===== src/design/mms_pkg.sv =====
package mms_pkg;

  // Action codes carried by a request transaction.
  localparam logic [1:0] ACT_PUSH  = 2'd0;
  localparam logic [1:0] ACT_POP   = 2'd1;
  localparam logic [1:0] ACT_PEEK  = 2'd2;
  localparam logic [1:0] ACT_QUERY = 2'd3;

  // Status codes carried by a response transaction.
  localparam logic [1:0] ST_OK       = 2'd0;
  localparam logic [1:0] ST_EMPTY    = 2'd1;
  localparam logic [1:0] ST_BADIDX   = 2'd2;
  localparam logic [1:0] ST_OVERFLOW = 2'd3;

  typedef struct packed {
    logic [1:0]         action;
    logic signed [31:0] value;
    logic [5:0]         depth_index;
  } req_t;

  typedef struct packed {
    logic signed [31:0] result_value;
    logic [1:0]         status;
    logic [6:0]         entry_count;
    logic               is_empty;
    logic signed [31:0] min_value;
    logic signed [31:0] max_value;
  } rsp_t;

  // Shift controls shared by every cell of the chain.
  typedef struct packed {
    logic push;
    logic pop;
  } cell_ctrl_t;

endpackage


===== src/design/mms_cell.sv =====
module mms_cell import mms_pkg::*; #(
  parameter int WORD_WIDTH = 32
) (
  input  logic                  clk,
  input  cell_ctrl_t            ctrl,
  input  logic [WORD_WIDTH-1:0] up_word,
  input  logic [WORD_WIDTH-1:0] up_min,
  input  logic [WORD_WIDTH-1:0] up_max,
  input  logic [WORD_WIDTH-1:0] down_word,
  input  logic [WORD_WIDTH-1:0] down_min,
  input  logic [WORD_WIDTH-1:0] down_max,
  input  logic                  sel,
  output logic [WORD_WIDTH-1:0] word,
  output logic [WORD_WIDTH-1:0] run_min,
  output logic [WORD_WIDTH-1:0] run_max,
  output logic [WORD_WIDTH-1:0] sel_word
);

  // A push moves every entry one place deeper; a pop moves every entry one
  // place toward the top.
  always_ff @(posedge clk) begin
    if (ctrl.push) begin
      word    <= up_word;
      run_min <= up_min;
      run_max <= up_max;
    end else if (ctrl.pop) begin
      word    <= down_word;
      run_min <= down_min;
      run_max <= down_max;
    end
  end

  assign sel_word = word & {WORD_WIDTH{sel}};

endmodule


===== config.mk =====
export PLATFORM = sky130hd
export DESIGN_NAME = mms_cell
export DESIGN_NICKNAME = d
export VERILOG_FILES = /design/src/design/mms_pkg.sv /design/src/design/mms_cell.sv
export SDC_FILE = /design/constraint.sdc
export NUM_CORES = 1
export LEC_CHECK = 0
export BUFFER_PORTS_ARGS = -buffer_cell sky130_fd_sc_hd__clkbuf_2
export CAP_MARGIN = 5
export CORE_AREA = 2 2 125 127
export CTS_BUF_LIST = sky130_fd_sc_hd__clkbuf_4 sky130_fd_sc_hd__clkbuf_8
export CTS_CLUSTER_DIAMETER = 60
export DETAILED_ROUTE_END_ITERATION = 10
export DIE_AREA = 0 0 127 129
export PLACE_DENSITY = 0.6
export SLEW_MARGIN = 30
export SYNTH_ARGS = -nofsm -noshare
export SYNTH_HDL_FRONTEND = slang
export SYNTH_SLANG_ARGS = --single-unit

===== constraint.sdc =====
create_clock -name clk -period 4.2 [get_ports clk]
set_input_delay 0.84 -clock clk [delete_from_list [all_inputs] [get_ports clk]]
set_output_delay 0.84 -clock clk [all_outputs]
set_load 0.01 [all_outputs]

==> results.json <==
{
  "drv_cap": 0,
  "swShare_pct": 24.8,
  "design_area_sq_mm": 0.00639,
  "cts_tree": "done",
  "postCtsHoldBufs": 0,
  "yosysWarnings": 0,
  "ys_types": 8,
  "yosys-top-cells-area": "edfxtp_1 66%, mux2_2 17%, mux2_4 9.9%",
  "layout.nets": 758,
  "cts_made_buffers": 9,
  "wl_um": 11400,
  "drt_iter0_drc": 94,
  "cp_max_fo": 32,
  "ctsLongestPathBuffers": 2,
  "grt_pass1_vias": 3310,
  "post_cts_buffers": 0,
  "fp.dieH_um": 129,
  "relSlewSlack_pct": 55.1,
  "core_area_sq_mm": 0.0150,
  "fin_crit_ps": 2380,
  "num_rows": 45,
  "yosysSeqAreaShare_pct": 65.9,
  "postSynthCellCount": 239,
  "drive_above_1_share_pct": 77.4,
  "cts_max_level": 3,
  "dpl_cell_area_sq_mm": 0.00617,
  "min_delay_path_depth": 2,
  "yosys.area.top_type": "edfxtp_1",
  "synth_top_area_share_pct": 65.9,
  "cts_root_buf": "clkbuf_8",
  "synth_area_per_cell_sq_um": 18.3,
  "synth_area_sq_mm": 0.00438,
  "crit_start": "sel",
  "internal_power_w": 0.00176,
  "holdWs_ps": 767,
  "grt_antenna_before_repair": 0,
  "final_cell_mix": "322 x clkbuf_2, 96 x edfxtp_1, 67 x mux2_2",
  "vias": 3268,
  "ctsResizeCount": 0,
  "pwr-share-seq_pct": 51.9,
  "path_cells": "clkbuf_2 -> and2_1 -> clkbuf_2",
  "cp_slowest_stage_delay_ps": 370,
  "power_leakage_nw": 3.04,
  "fmax_mhz": 420,
  "hold_viol": 0,
  "hp-class": "in2reg",
  "routedWlPerCell_um": 15.1,
  "viasPerCell": 4.33,
  "worst-setup-path-type": "in2out",
  "route.detailed.drc": 0,
  "grt_max_degree": 56,
  "hpwl_um": 9120,
  "dieWidth_um": 127,
  "grt_usage_pct": 13.5,
  "tightestPinTransition_ps": 673,
  "comb_power_share_pct": 19.2,
  "peakVddDrop_mv": 0.200,
  "fill_cells": 1397,
  "final-seq-area_sq_mm": 0.00288,
  "ant_nets": 0,
  "cp.required_ps": 3360,
  "crit_top_cell": "clkbuf_2",
  "status": "complete, no violations",
  "worst_setup_path_end_kind": "output pin",
  "dr.pass1.iters": 4,
  "cts_sinks": 96,
  "slew_violations": 0,
  "cts.clk_slew.worst_paths_ps": 100,
  "gp_congestion": 0.768,
  "die_area_sq_mm": 0.0164,
  "p_per_area_mw_per_mm2": 366,
  "antenna_cells": 0,
  "rsz0062_at_grt": "false",
  "preCtsSetupSlack_ps": 1810,
  "final_common_cell": "clkbuf_2",
  "grt_first_pass_wirelength_um": 16800,
  "syn_to_final_growth_pct": 46.1,
  "worst_hold_startpoint": "down_max[9]",
  "synth_seq_cells": 96,
  "arrival_ps": 1540,
  "clock_power_share_pct": 28.9,
  "cp-start-kind": "primary input",
  "fin_crit_sh_pct": 56.7,
  "port_buffers": 323,
  "boundaryPins": 324,
  "power.total_w": 0.00234,
  "initial_utilization_pct": 29.2,
  "netSwitchingPower_w": 0.000579,
  "setup_viol": 0,
  "multi_input_area_sq_mm": 0.00140,
  "worst_slack_ps": 1820,
  "cp_slowest_cell": "clkbuf_2",
  "grt_overflow": 0,
  "syn-num-nets": 435,
  "final.setup.tns_ps": 0
}
[cells in the mapped netlist]
cell and n:
and2_1 32, buf_6 5, mux2_2 67, clkbuf_1 3, edfxtp_1 96, or2_1 1, mux2_4 29, buf_2 6
[metal layers]
metal	vias to the layer above	GRT usage (%)	wire, um
met5	-	0	0
met4	0	7.37	352
met3	23	4.37	1000
met2	189	24.0	5880
met1	1508	14.3	4170
li1	1548	-	-
[kinds of logic (layout without fill, tap and decap cells)]
logic type | after synthesis | after routing | share of synthesized area, %
flip-flops | 96 | 96 | 65.9
buffers and inverters | 14 | 342 | 2.23
AND/OR/NAND/NOR | 33 | 33 | 4.72
multiplexers | 96 | 96 | 27.2
[worst max-delay path: cells and delay by family]
kind,cells,cell delay (ps)
AND/OR/NAND/NOR,1,200
buffers and inverters,2,500
[per-stage QoR]
step / cells / util [%]
floorplan: 239 / -
global placement: 739 / 41.2
detailed placement: 739 / 41.2
CTS: 755 / 42.7
global route: 755 / 42.7
finish: 755 / 42.7
[final timing paths]
kind                              endpoint  slack, ps
worst max-delay path          sel_word[11]       1820
worst min-delay path  run_max[9]$_DFFE_PP_        770
[registers in the layout (all words and copies together) (netlist names)]
register / count
run_max: 32
run_min: 32
word: 32
[cell type report]
cell class	count	share of cell area [%]
Sequential cell	96	45.1
Timing Repair Buffer	326	25.9
Clock inverter	6	1.45
Clock buffer	10	2.05
Multi-Input combinational cell	129	21.9
Tap cell	188	3.68
[power groups by stage]
stage,combinational (W),clock (W),sequential (W)
CTS,0.000458,0.000709,0.00122
global route,0.000485,0.000745,0.00123
detailed placement,0.000456,0,0.00124
global placement,0.000453,0,0.00123
floorplan,0.000157,0,0.00129
finish,0.000448,0.000677,0.00121
Note: power is estimated with default switching activity, not from simulation.
